## config.mk

```make
export PLATFORM = sky130hd
export DESIGN_NAME = hbp_queue
export DESIGN_NICKNAME = d
export VERILOG_FILES = /design/src/sv/hbp_pkg.sv /design/src/sv/hbp_queue.sv
export SDC_FILE = /design/constraint.sdc
export NUM_CORES = 1
export LEC_CHECK = 0
export ABC_AREA = 1
export BUFFER_PORTS_ARGS = -buffer_cell sky130_fd_sc_hd__buf_2
export CORE_MARGIN = 2
export CORE_UTILIZATION = 35
export CTS_CLUSTER_DIAMETER = 150
export CTS_CLUSTER_SIZE = 8
export DETAILED_ROUTE_END_ITERATION = 6
export PLACE_DENSITY = 0.59
export SETUP_SLACK_MARGIN = 0.4
export SLEW_MARGIN = 10
export SYNTH_ARGS = -nofsm -noshare
export SYNTH_HDL_FRONTEND = slang
export SYNTH_SLANG_ARGS = --single-unit
```

## constraint.sdc

```tcl
create_clock -name clock -period 1.9 [get_ports clock]
set_input_delay 0.285 -clock clock [delete_from_list [all_inputs] [get_ports clock]]
set_output_delay 0.285 -clock clock [all_outputs]
set_load 0.05 [all_outputs]
```

## src/sv/hbp_pkg.sv

```systemverilog
// ----------------------------------------------------------------------------
// hbp_pkg
// Shared types and constants for the huffman bit packing encoder.
// ----------------------------------------------------------------------------
package hbp_pkg;

   localparam int MAX_CODE_LEN = 32;
   localparam int CODE_W       = 32;
   localparam int LEN_W        = 6;
   localparam int SYM_W        = 8;
   localparam int NUM_SYMBOLS  = 1 << SYM_W;
   localparam int CODE_LIM     = (MAX_CODE_LEN < CODE_W) ? MAX_CODE_LEN : CODE_W;
   localparam int QUEUE_DEPTH  = 4;
   localparam int QPTR_W       = $clog2(QUEUE_DEPTH);
   localparam int ACC_W        = CODE_W + 8;

   typedef enum logic [1:0] {
      REQ_WRITE  = 2'd0,
      REQ_ENCODE = 2'd1,
      REQ_FLUSH  = 2'd2
   } req_code_type;

   typedef struct packed {
      logic              is_flush;
      logic [CODE_W-1:0] code;
      logic [LEN_W-1:0]  len;
   } hbp_item_type;

endpackage

```

## src/sv/hbp_queue.sv

```systemverilog
// ----------------------------------------------------------------------------
// hbp_queue
// Short work queue between intake and bit packer.
// ----------------------------------------------------------------------------
module hbp_queue import hbp_pkg::*; (
   input  logic         clock,
   input  logic         reset,
   input  logic         push,
   input  hbp_item_type push_item,
   output logic         full,
   input  logic         pop,
   output logic         head_valid,
   output hbp_item_type head_item
);

   hbp_item_type        slot_ff [QUEUE_DEPTH];
   logic [QPTR_W-1:0]   wr_ptr_ff;
   logic [QPTR_W-1:0]   rd_ptr_ff;
   logic [QPTR_W:0]     count_ff;
   logic [QPTR_W:0]     count_in;

   assign full       = (count_ff == (QPTR_W+1)'(QUEUE_DEPTH));
   assign head_valid = (count_ff != '0);
   assign head_item  = slot_ff[rd_ptr_ff];

   always_comb begin
      count_in = count_ff;
      case ({push, pop})
         2'b10:   count_in = count_ff + (QPTR_W+1)'(1);
         2'b01:   count_in = count_ff - (QPTR_W+1)'(1);
         default: count_in = count_ff;
      endcase
   end

   always_ff @(posedge clock) begin
      if (push) begin
         slot_ff[wr_ptr_ff] <= push_item;
      end
   end

   always_ff @(posedge clock) begin
      if (reset) begin
         wr_ptr_ff <= '0;
         rd_ptr_ff <= '0;
         count_ff  <= '0;
      end else begin
         count_ff <= count_in;
         if (push) begin
            wr_ptr_ff <= wr_ptr_ff + QPTR_W'(1);
         end
         if (pop) begin
            rd_ptr_ff <= rd_ptr_ff + QPTR_W'(1);
         end
      end
   end

endmodule

```

==> results.toml <==
[critical_path]
crit_path_start_kind = "flop"
required_ns = 1.62
crit_path_end_kind = "output port"
max_stage_delay_ns = 0.43
critical-path-top-delay-family = "buffers and inverters"
cp_data_arrival_time_ns = 1.64
worstPathCellList = "buf_12 -> clkbuf_16 -> o21ai_0 -> o22ai_2 -> buf_6"
cp_slowest_cell = "dfxtp_4"
worstPathMaxFanout = 7
cp_num_buf_inv = 3
critPathKind = "reg -> out"

[sta]
tightest_slew_ns = 0.352
fin_hold_ws_ns = 0.0135
slew_viol_final = 0
fmax_mhz = 519
fin_skew_ns = 0.0101
fin_crit_sh_pct = 101
slew_headroom_pct = 76.3
hold_violations = 0
finalWorstSetupSlack_ns = -0.0260
grt_setup_unrepaired = "yes"
setup_viol = 7
setup-tns-final_ns = -0.101
layout_min_cycle_time_ns = 1.93

[clock_network]
cts_tree = "done"
clock_latency_ns = 0.43
clk_pin_slew_ns = 0.06
htree_num_levels = 4
cts_num_sinks = 165
cts_inserted_buffers = 17
cts_max_path_buffers = 2
clock-root-buffer = "clkbuf_16"
ctsHoldBuffers = 0

[cells_and_area]
fin_nets = 591
syn_to_final_growth_pct = 38.7
fin_util_pct = 49.8
n_antenna_cell = 0
drive_gt1_share_pct = 47.5

[yosys]
syn-mean-instance-area_um2 = 14.3
yosys-top-cells-count = "156 x edfxtp_1, 88 x nor2_1, 81 x o21ai_0"
synthTopCellsByArea = "edfxtp_1 75%, o21ai_0 6.5%, nor2_1 5.3%"
synth-seq-cells = 165
yosysUniqueCellTypes = 22
synthFlopType = "edfxtp_1"
yosysSeqAreaShare_pct = 78.0
synth_top_area_cell = "edfxtp_1"
netlist.area_leader.share_pct = 75.2
syn_nets = 486
ys_async_sr_fraction_pct = 0
netlist_instances = 437
syn_area_um2 = 6230
synth_edf_count = 156
synth.most_common_cell = "edfxtp_1"
yosys_warnings = 0

[global_routing]
overflow = 0
grt_max_degree = 28
antenna_found_initial = 1
grt_pass1_wl_um = 21400
grt_usage_pct = 15.8
grt_pass1_vias = 3994

[die]
design.die.area_um2 = 18900
die_w_um = 137
pin_count = 84
rows = 48
die_y_um = 137
start_util_pct = 35.9
coreArea_um2 = 17400

[pwr]
clkPwrFrac_pct = 35.7
swShare_pct = 26.7
power_frac_comb_pct = 17.8
total_power_uw = 9080
p_seq_share_pct = 46.5
ir_drop_v = 0.000664
net-switching-power_uw = 2420
leakage_uw = 0.00298
power.density_nw_per_um2 = 1050
internal_power_uw = 6650

[flow_run]
cap_violations = 0

[drt]
vias_per_cell = 5.05
firstDrtPassIters = 5
route.detailed.drc = 0
ant_nets = 0
num_vias = 3937
drt_wl_total_um = 14600
first_iter_violations = 187
drt-wirelength-per-cell_um = 18.8

[status]
violations = "negative setup slack"
outcome = "finished, violations left"

[placed_design]
pre_cts_ws_ns = 0.160
hpwl_um = 8420
place.gp.congestion = 0.681
io_buffer_count = 83

[min_path]
hp-class = "in -> reg"
## cells in the final DEF (no fill, tap or decap)
cell        instances
a21oi_1             3
buf_12             10
buf_16              2
buf_2              42
buf_4              22
buf_6              33
bufinv_16           2
clkbuf_1            5
clkbuf_16          19
clkinv_2            3
clkinv_4            1
clkinv_8            1
clkinvlp_4          7
dfxtp_1             2
dfxtp_2             6
dfxtp_4             1
edfxtp_1          156
fa_1                1
ha_1                3
ha_2                1
ha_4                1
inv_1               6
inv_2               4
nand2_1             6
nand2_2             4
nand4_1             1
nor2_1             50
nor2_2             36
nor2_4              2
nor3_4              1
o21ai_0            36
o21ai_1            21
o21ai_2            22
o21ai_4             4
o22ai_2            20
o22ai_4            19
xor2_1              1
## repair_timing
| action | CTS | global route |
|---|---|---|
| setup endpoints to repair | 41 | 41 |
| gates cloned | 1 | 3 |
| buffers inserted | 0 | 6 |
| resized for setup | 103 | 101 |
| pin swaps | 0 | 6 |
## metrics by stage
step	cells	instance area, µm²
final	779	8640
after global routing	779	8640
after CTS	770	8250
after detailed placement	738	7450
after global placement	738	7450
after floorplan	437	6670
## power groups by stage
stage                     Sequential (µW)  Combinational, µW  Clock [µW]
after detailed placement             4280               1340           0
after CTS                            4200               1520        3310
final                                4220               1620        3240
after global placement               4270               1320           0
after floorplan                      4260                972           0
after global routing                 4230               1720        3460
## worst register-to-register path: stages, from the launching register on
cell	delay, ns
dfxtp_2	0.36
fa_1	0.48
nand2_1	0.12
nand2_1	0.07
nor2_1	0.09
nor2_1	0.04
nor2_1	0.09
## layer usage
metal | vias to the layer above | share of wire [%] | routed length [µm] | track usage [%]
met4 | 2 | 1.4 | 200 | 6.01
met3 | 21 | 4.5 | 653 | 4.67
li1 | 1835 | - | - | -
met5 | - | 0.048 | 7 | 0
met2 | 76 | 52 | 7550 | 26.5
met1 | 2003 | 43 | 6220 | 19.5
## cell type report
| cell class | count | area (µm²) |
|---|---|---|
| Fill cell | 1464 | 8710 |
| Sequential cell | 165 | 4880 |
| Multi-Input combinational cell | 232 | 1800 |
| Timing Repair Buffer | 111 | 1050 |
| Clock buffer | 22 | 444 |
| Tap cell | 225 | 282 |
| Clock inverter | 9 | 106 |
| Inverter | 15 | 83.8 |
## flip-flops by register name, indices dropped and copies added (netlist names), named ones only
name and cells:
slot_ff 156, count_ff 3, rd_ptr_ff 2, wr_ptr_ff 2
## cell families (layout without fill, tap and decap cells)
kind of cell,count (synthesis),in the layout,synth area share [%]
buffers and inverters,40,157,3.59
adders and majority gates,6,6,1.32
AOI/OAI and AO/OA,125,125,10.8
and+or+nand+nor,100,100,6.08
DFF,165,165,78.0
xor gates and xnor gates,1,1,0.141
## final timing paths
kind                                                 from                  endpoint  slack (ns)  depth (start not counted)
worst max register to register   count_ff[0]$_SDFFE_PP0P_  count_ff[2]$_SDFFE_PP0P_        0.57                          6
worst min register to register  rd_ptr_ff[1]$_SDFFE_PP0P_                      flop        0.44                          1
worst max-delay path                                 flop             head_item[32]       -0.03                          5
worst min-delay path                                reset  count_ff[0]$_SDFFE_PP0P_        0.01                          2
No activity file was read; power rests on OpenSTA's default activity.
