## config.mk

```make
export PLATFORM = sky130hd
export DESIGN_NAME = hbp_back
export DESIGN_NICKNAME = d
export VERILOG_FILES = /design/src/sv/hbp_pkg.sv /design/src/sv/hbp_back.sv
export SDC_FILE = /design/constraint.sdc
export NUM_CORES = 1
export LEC_CHECK = 0
export ABC_AREA = 1
export BUFFER_PORTS_ARGS = -buffer_cell sky130_fd_sc_hd__buf_2
export CAP_MARGIN = 20
export CORE_UTILIZATION = 45
export CTS_BUF_LIST = sky130_fd_sc_hd__clkbuf_8
export CTS_CLUSTER_SIZE = 28
export DETAILED_ROUTE_END_ITERATION = 10
export SYNTH_ARGS = -nofsm -noshare
export SYNTH_HDL_FRONTEND = slang
export SYNTH_SLANG_ARGS = --single-unit
```

## constraint.sdc

```tcl
create_clock -name clock -period 6 [get_ports clock]
set_input_delay 0.3 -clock clock [delete_from_list [all_inputs] [get_ports clock]]
set_output_delay 0.3 -clock clock [all_outputs]
set_load 0.05 [all_outputs]
```

## src/sv/hbp_pkg.sv

```systemverilog
// ----------------------------------------------------------------------------
// hbp_pkg
// Shared types and constants for the huffman bit packing encoder.
// ----------------------------------------------------------------------------
package hbp_pkg;

   localparam int MAX_CODE_LEN = 32;
   localparam int CODE_W       = 32;
   localparam int LEN_W        = 6;
   localparam int SYM_W        = 8;
   localparam int NUM_SYMBOLS  = 1 << SYM_W;
   localparam int CODE_LIM     = (MAX_CODE_LEN < CODE_W) ? MAX_CODE_LEN : CODE_W;
   localparam int QUEUE_DEPTH  = 4;
   localparam int QPTR_W       = $clog2(QUEUE_DEPTH);
   localparam int ACC_W        = CODE_W + 8;

   typedef enum logic [1:0] {
      REQ_WRITE  = 2'd0,
      REQ_ENCODE = 2'd1,
      REQ_FLUSH  = 2'd2
   } req_code_type;

   typedef struct packed {
      logic              is_flush;
      logic [CODE_W-1:0] code;
      logic [LEN_W-1:0]  len;
   } hbp_item_type;

endpackage

```

## src/sv/hbp_back.sv

```systemverilog
// ----------------------------------------------------------------------------
// hbp_back
// Bit packer: merges codes with pending bits, emits one byte per cycle while the
// response is not stalled, handles flush, holds the response register.
// ----------------------------------------------------------------------------
module hbp_back import hbp_pkg::*; (
   input  logic         clock,
   input  logic         reset,
   input  logic         head_valid,
   input  hbp_item_type head_item,
   output logic         pop,
   output logic         rsp_valid,
   input  logic         rsp_stall,
   output logic [7:0]   rsp_out_byte,
   output logic         rsp_byte_valid,
   output logic [2:0]   rsp_pad_bits,
   output logic         rsp_last_of_run
);

   typedef enum logic {
      ST_IDLE,
      ST_EMIT
   } state_type;

   state_type         state_ff, state_in;
   logic [ACC_W-1:0]  acc_ff, acc_in;
   logic [LEN_W-1:0]  total_ff, total_in;
   logic [6:0]        pend_ff, pend_in;
   logic [2:0]        pcount_ff, pcount_in;
   logic              rsp_valid_ff, rsp_valid_in;
   logic [7:0]        byte_ff, byte_in;
   logic              bvalid_ff, bvalid_in;
   logic [2:0]        pad_ff, pad_in;
   logic              last_ff, last_in;

   logic              out_free;
   logic [CODE_W-1:0] code_left;
   logic [ACC_W-1:0]  new_acc;
   logic [LEN_W-1:0]  new_total;
   logic [ACC_W-1:0]  cur_acc;
   logic [LEN_W-1:0]  cur_total;
   logic [ACC_W-1:0]  shifted;
   logic [LEN_W-1:0]  rem;
   logic              emit_enc;

   assign out_free  = !rsp_valid_ff || !rsp_stall;
   assign code_left = head_item.code << (LEN_W'(CODE_W) - head_item.len);
   assign new_acc   = {pend_ff, (ACC_W-7)'(0)} | ({code_left, 8'd0} >> pcount_ff);
   assign new_total = LEN_W'(pcount_ff) + head_item.len;
   assign cur_acc   = (state_ff == ST_EMIT) ? acc_ff : new_acc;
   assign cur_total = (state_ff == ST_EMIT) ? total_ff : new_total;
   assign shifted   = cur_acc << 8;
   assign rem       = cur_total - LEN_W'(8);

   always_comb begin
      state_in     = state_ff;
      acc_in       = acc_ff;
      total_in     = total_ff;
      pend_in      = pend_ff;
      pcount_in    = pcount_ff;
      rsp_valid_in = rsp_valid_ff && rsp_stall;
      byte_in      = byte_ff;
      bvalid_in    = bvalid_ff;
      pad_in       = pad_ff;
      last_in      = last_ff;
      pop          = 1'b0;
      emit_enc     = 1'b0;
      unique case (state_ff)
         ST_IDLE: begin
            if (head_valid) begin
               if (head_item.is_flush) begin
                  if (out_free) begin
                     pop          = 1'b1;
                     rsp_valid_in = 1'b1;
                     byte_in      = {pend_ff, 1'b0};
                     bvalid_in    = (pcount_ff != '0);
                     pad_in       = (pcount_ff == '0) ? 3'd0 : 3'(4'd8 - {1'b0, pcount_ff});
                     last_in      = 1'b1;
                     pend_in      = '0;
                     pcount_in    = '0;
                  end
               end else if (new_total < LEN_W'(8)) begin
                  pop       = 1'b1;
                  pend_in   = new_acc[ACC_W-1 -: 7];
                  pcount_in = new_total[2:0];
               end else if (out_free) begin
                  pop      = 1'b1;
                  emit_enc = 1'b1;
               end
            end
         end
         ST_EMIT: begin
            emit_enc = out_free;
         end
         default: state_in = ST_IDLE;
      endcase
      if (emit_enc) begin
         rsp_valid_in = 1'b1;
         byte_in      = cur_acc[ACC_W-1 -: 8];
         bvalid_in    = 1'b1;
         pad_in       = 3'd0;
         last_in      = (rem < LEN_W'(8));
         if (rem < LEN_W'(8)) begin
            state_in  = ST_IDLE;
            pend_in   = shifted[ACC_W-1 -: 7];
            pcount_in = rem[2:0];
         end else begin
            state_in = ST_EMIT;
            acc_in   = shifted;
            total_in = rem;
         end
      end
   end

   always_ff @(posedge clock) begin
      if (reset) begin
         state_ff     <= ST_IDLE;
         pend_ff      <= '0;
         pcount_ff    <= '0;
         rsp_valid_ff <= 1'b0;
      end else begin
         state_ff     <= state_in;
         pend_ff      <= pend_in;
         pcount_ff    <= pcount_in;
         rsp_valid_ff <= rsp_valid_in;
      end
      acc_ff   <= acc_in;
      total_ff <= total_in;
      byte_ff  <= byte_in;
      bvalid_ff <= bvalid_in;
      pad_ff   <= pad_in;
      last_ff  <= last_in;
   end

   assign rsp_valid       = rsp_valid_ff;
   assign rsp_out_byte    = byte_ff;
   assign rsp_byte_valid  = bvalid_ff;
   assign rsp_pad_bits    = pad_ff;
   assign rsp_last_of_run = last_ff;

endmodule

```

==> results.toml <==
[run_status]
outcome = "finished, final reports clean"

[synthesis]
avgSynthCellArea_sq_um = 6.42
synth_edf_count = 46
ys_seq_area_share_pct = 29.2
synth-warning-count = 0
synthCells = 908
synthDistinctLibCells = 42
ys.flop_type = "edfxtp_1"
synthesis.area_sq_um = 5830
synth-seq-cells = 62
synth_async_sr_flop_share_pct = 0
syn_nets = 959

[worst_setup_path]
path_max_fanout = 36
crit_path_start_kind = "primary input"
path_cells = "buf_2 -> inv_6 -> ha_1 -> inv_2 -> nand3_1 -> nand3_1 -> nand2_2 -> inv_2 -> nand2_1 -> nand3_1 -> nand2_1 -> nand2_1 -> o21ai_1 -> a21oi_1 -> o21ai_0"
end_kind = "register"
criticalPathCategory = "primary input to register"
cp.arrival_ns = 4.01
crit_path_top_delay_cell = "ha_1"
cpPeakStageDelay_ns = 0.99
crit_required_ns = 6.17

[floorplan]
pin_count = 58
initial_core_util_pct = 46.2
dieWidth_um = 116
fp.coreArea_sq_um = 12600
fp.dieH_um = 116
rows = 41
die_area_sq_um = 13400

[global_route]
grt_pass1_vias = 5804
antenna_found_initial = 0
track_usage_pct = 27.0
grt_start_max_net_pins = 44
grt.overflow.total = 0
grt_pass1_wl_um = 28400

[pwr]
p_per_area_nw_per_um2 = 277
fin_total_pwr_w = 0.00174
p_leak_nw = 2.76
ir_drop_mv = 0.127

[route]
drtPass1Iterations = 5
drc = 0
antenna_left = 0
drt_iter0_drc = 521
vias_per_cell = 5.78
avgRoutedWirePerCell_um = 15.7
dr_total_vias = 6372
wirelength_um = 17300

[clocking]
clockBufferDepth = 2
clk_pin_slew_worst_paths_ns = 0.08
htree_num_levels = 3
cts.root.buffer_cell = "clkbuf_8"
cts_setup_buffers = 0
numClockSinks = 62
cts_tree = "built"
cts_buffers = 9
post_cts_resized = 0
hold_buffers = 0
clk_latency_ns = 0.36

[timing]
fin_crit_ns = 3.84
period_share_pct = 64.0
finClkSkew_ns = 0.0107
rsz0062_at_grt = "no"
hold_violations = 0
fmax_ghz = 0.261
slew-limit-headroom_pct = 25.5
tns_ns = 0
finalSetupViolations = 0
tightest_slew_ns = 1.12
slew_violations = 0
hold_ws_ns = 0.156

[finish]
fin_util_pct = 49.7
nFillCells = 1342
layout_common_cells = "nand3_1, nand2_1, buf_2"
n_antenna_cell = 0
final_nets = 977
fin_cells = 1103
multiInputGateArea_sq_um = 3630
syn_to_final_growth_pct = 7.55
seqCellArea_sq_um = 1700
mostFrequentLayoutCell = "nand3_1"
drive_gt1_share_pct = 12.7

[min_path]
worstHoldPathType = "primary input to register"

[placed_design]
io_buffers = 57
place_hpwl_um = 12800
placed_cells = 1087
gp_congestion = 0.897

[flow_run]
maxCapViolations = 0
## final timing paths
kind | depth (start not counted) | slack, ns | startpoint | endpoint
setup / recovery | 15 | 2.16 | head_item[0] | rsp_out_byte[3]
hold / removal | 2 | 0.16 | reset | pcount_ff[0]
setup reg to reg | 13 | 2.38 | pcount_ff[1] | acc_ff[21]
hold reg to reg | 2 | 0.48 | rsp_pad_bits[0] | rsp_pad_bits[0]
## power by group
group	switching [W]	leakage [nW]	internal (W)
logic	0.000534	2.07	0.000212
registers	0.0000248	0.573	0.000564
clock network	0.000173	0.110	0.000231
## metrics by stage
step / setup WS (ns) / cell area (sq um)
detailed placement: 1.91 / 6060
finish: 2.16 / 6270
global route: 1.79 / 6270
CTS: 2.29 / 6270
global placement: 2.00 / 6050
floorplan: 2.90 / 5830
## cells by family after synthesis
logic type               share of synthesized area, %
adder cells (fa/ha/maj)                          1.84
multiplexers                                    0.515
buffers and inverters                            8.62
AND/OR/NAND/NOR                                  51.6
XOR/XNOR                                        0.300
AO/OA/AOI/OAI                                    7.98
flip-flops                                       29.2
## Yosys cell counts, types with 10 or more instances
cell | n | area [sq um]
buf_1 | 11 | 41.3
inv_1 | 35 | 131
nand2_1 | 244 | 916
o21ai_0 | 30 | 150
a21oi_1 | 23 | 115
nor2_1 | 46 | 173
buf_2 | 18 | 90.1
nand3_1 | 319 | 1600
dfxtp_1 | 16 | 320
edfxtp_1 | 46 | 1380
o211ai_1 | 11 | 82.6
nand3_2 | 10 | 100
clkbuf_1 | 12 | 45.0
## routing by layer
layer | vias up | wire length (um) | GRT usage, %
met3 | 32 | 636 | 3.97
met2 | 160 | 8400 | 47.0
li1 | 3189 | - | -
met4 | 0 | 423 | 8.89
met5 | - | 0 | 0
met1 | 2991 | 7840 | 34.3
## critical path: cells and delay by family
kind                       cells  cell delay (ns)
buffers and inverters          4             1.20
adders and majority gates      1             0.99
and+or+nand+nor                7             0.96
AOI/OAI and AO/OA              3             0.53
## area by class of cell
| class | count | area share (%) |
|---|---|---|
| Multi-Input combinational cell | 743 | 57.9 |
| Sequential cell | 62 | 27.1 |
| Timing Repair Buffer | 63 | 5.23 |
| Tap cell | 172 | 3.43 |
| Inverter | 47 | 2.93 |
| Clock buffer | 9 | 1.97 |
| Clock inverter | 7 | 1.44 |
## state kept, by name, summed over array words and instances, names as in the netlist
| signal | cells |
|---|---|
| rsp_out_byte | 8 |
| total_ff | 6 |
| acc_ff | 31 |
| rsp_byte_valid | 1 |
| rsp_last_of_run | 1 |
| rsp_valid | 1 |
| pcount_ff | 3 |
| rsp_pad_bits | 3 |
| state_ff | 1 |
| pend_ff | 7 |
(Power assumes the default switching activity.)
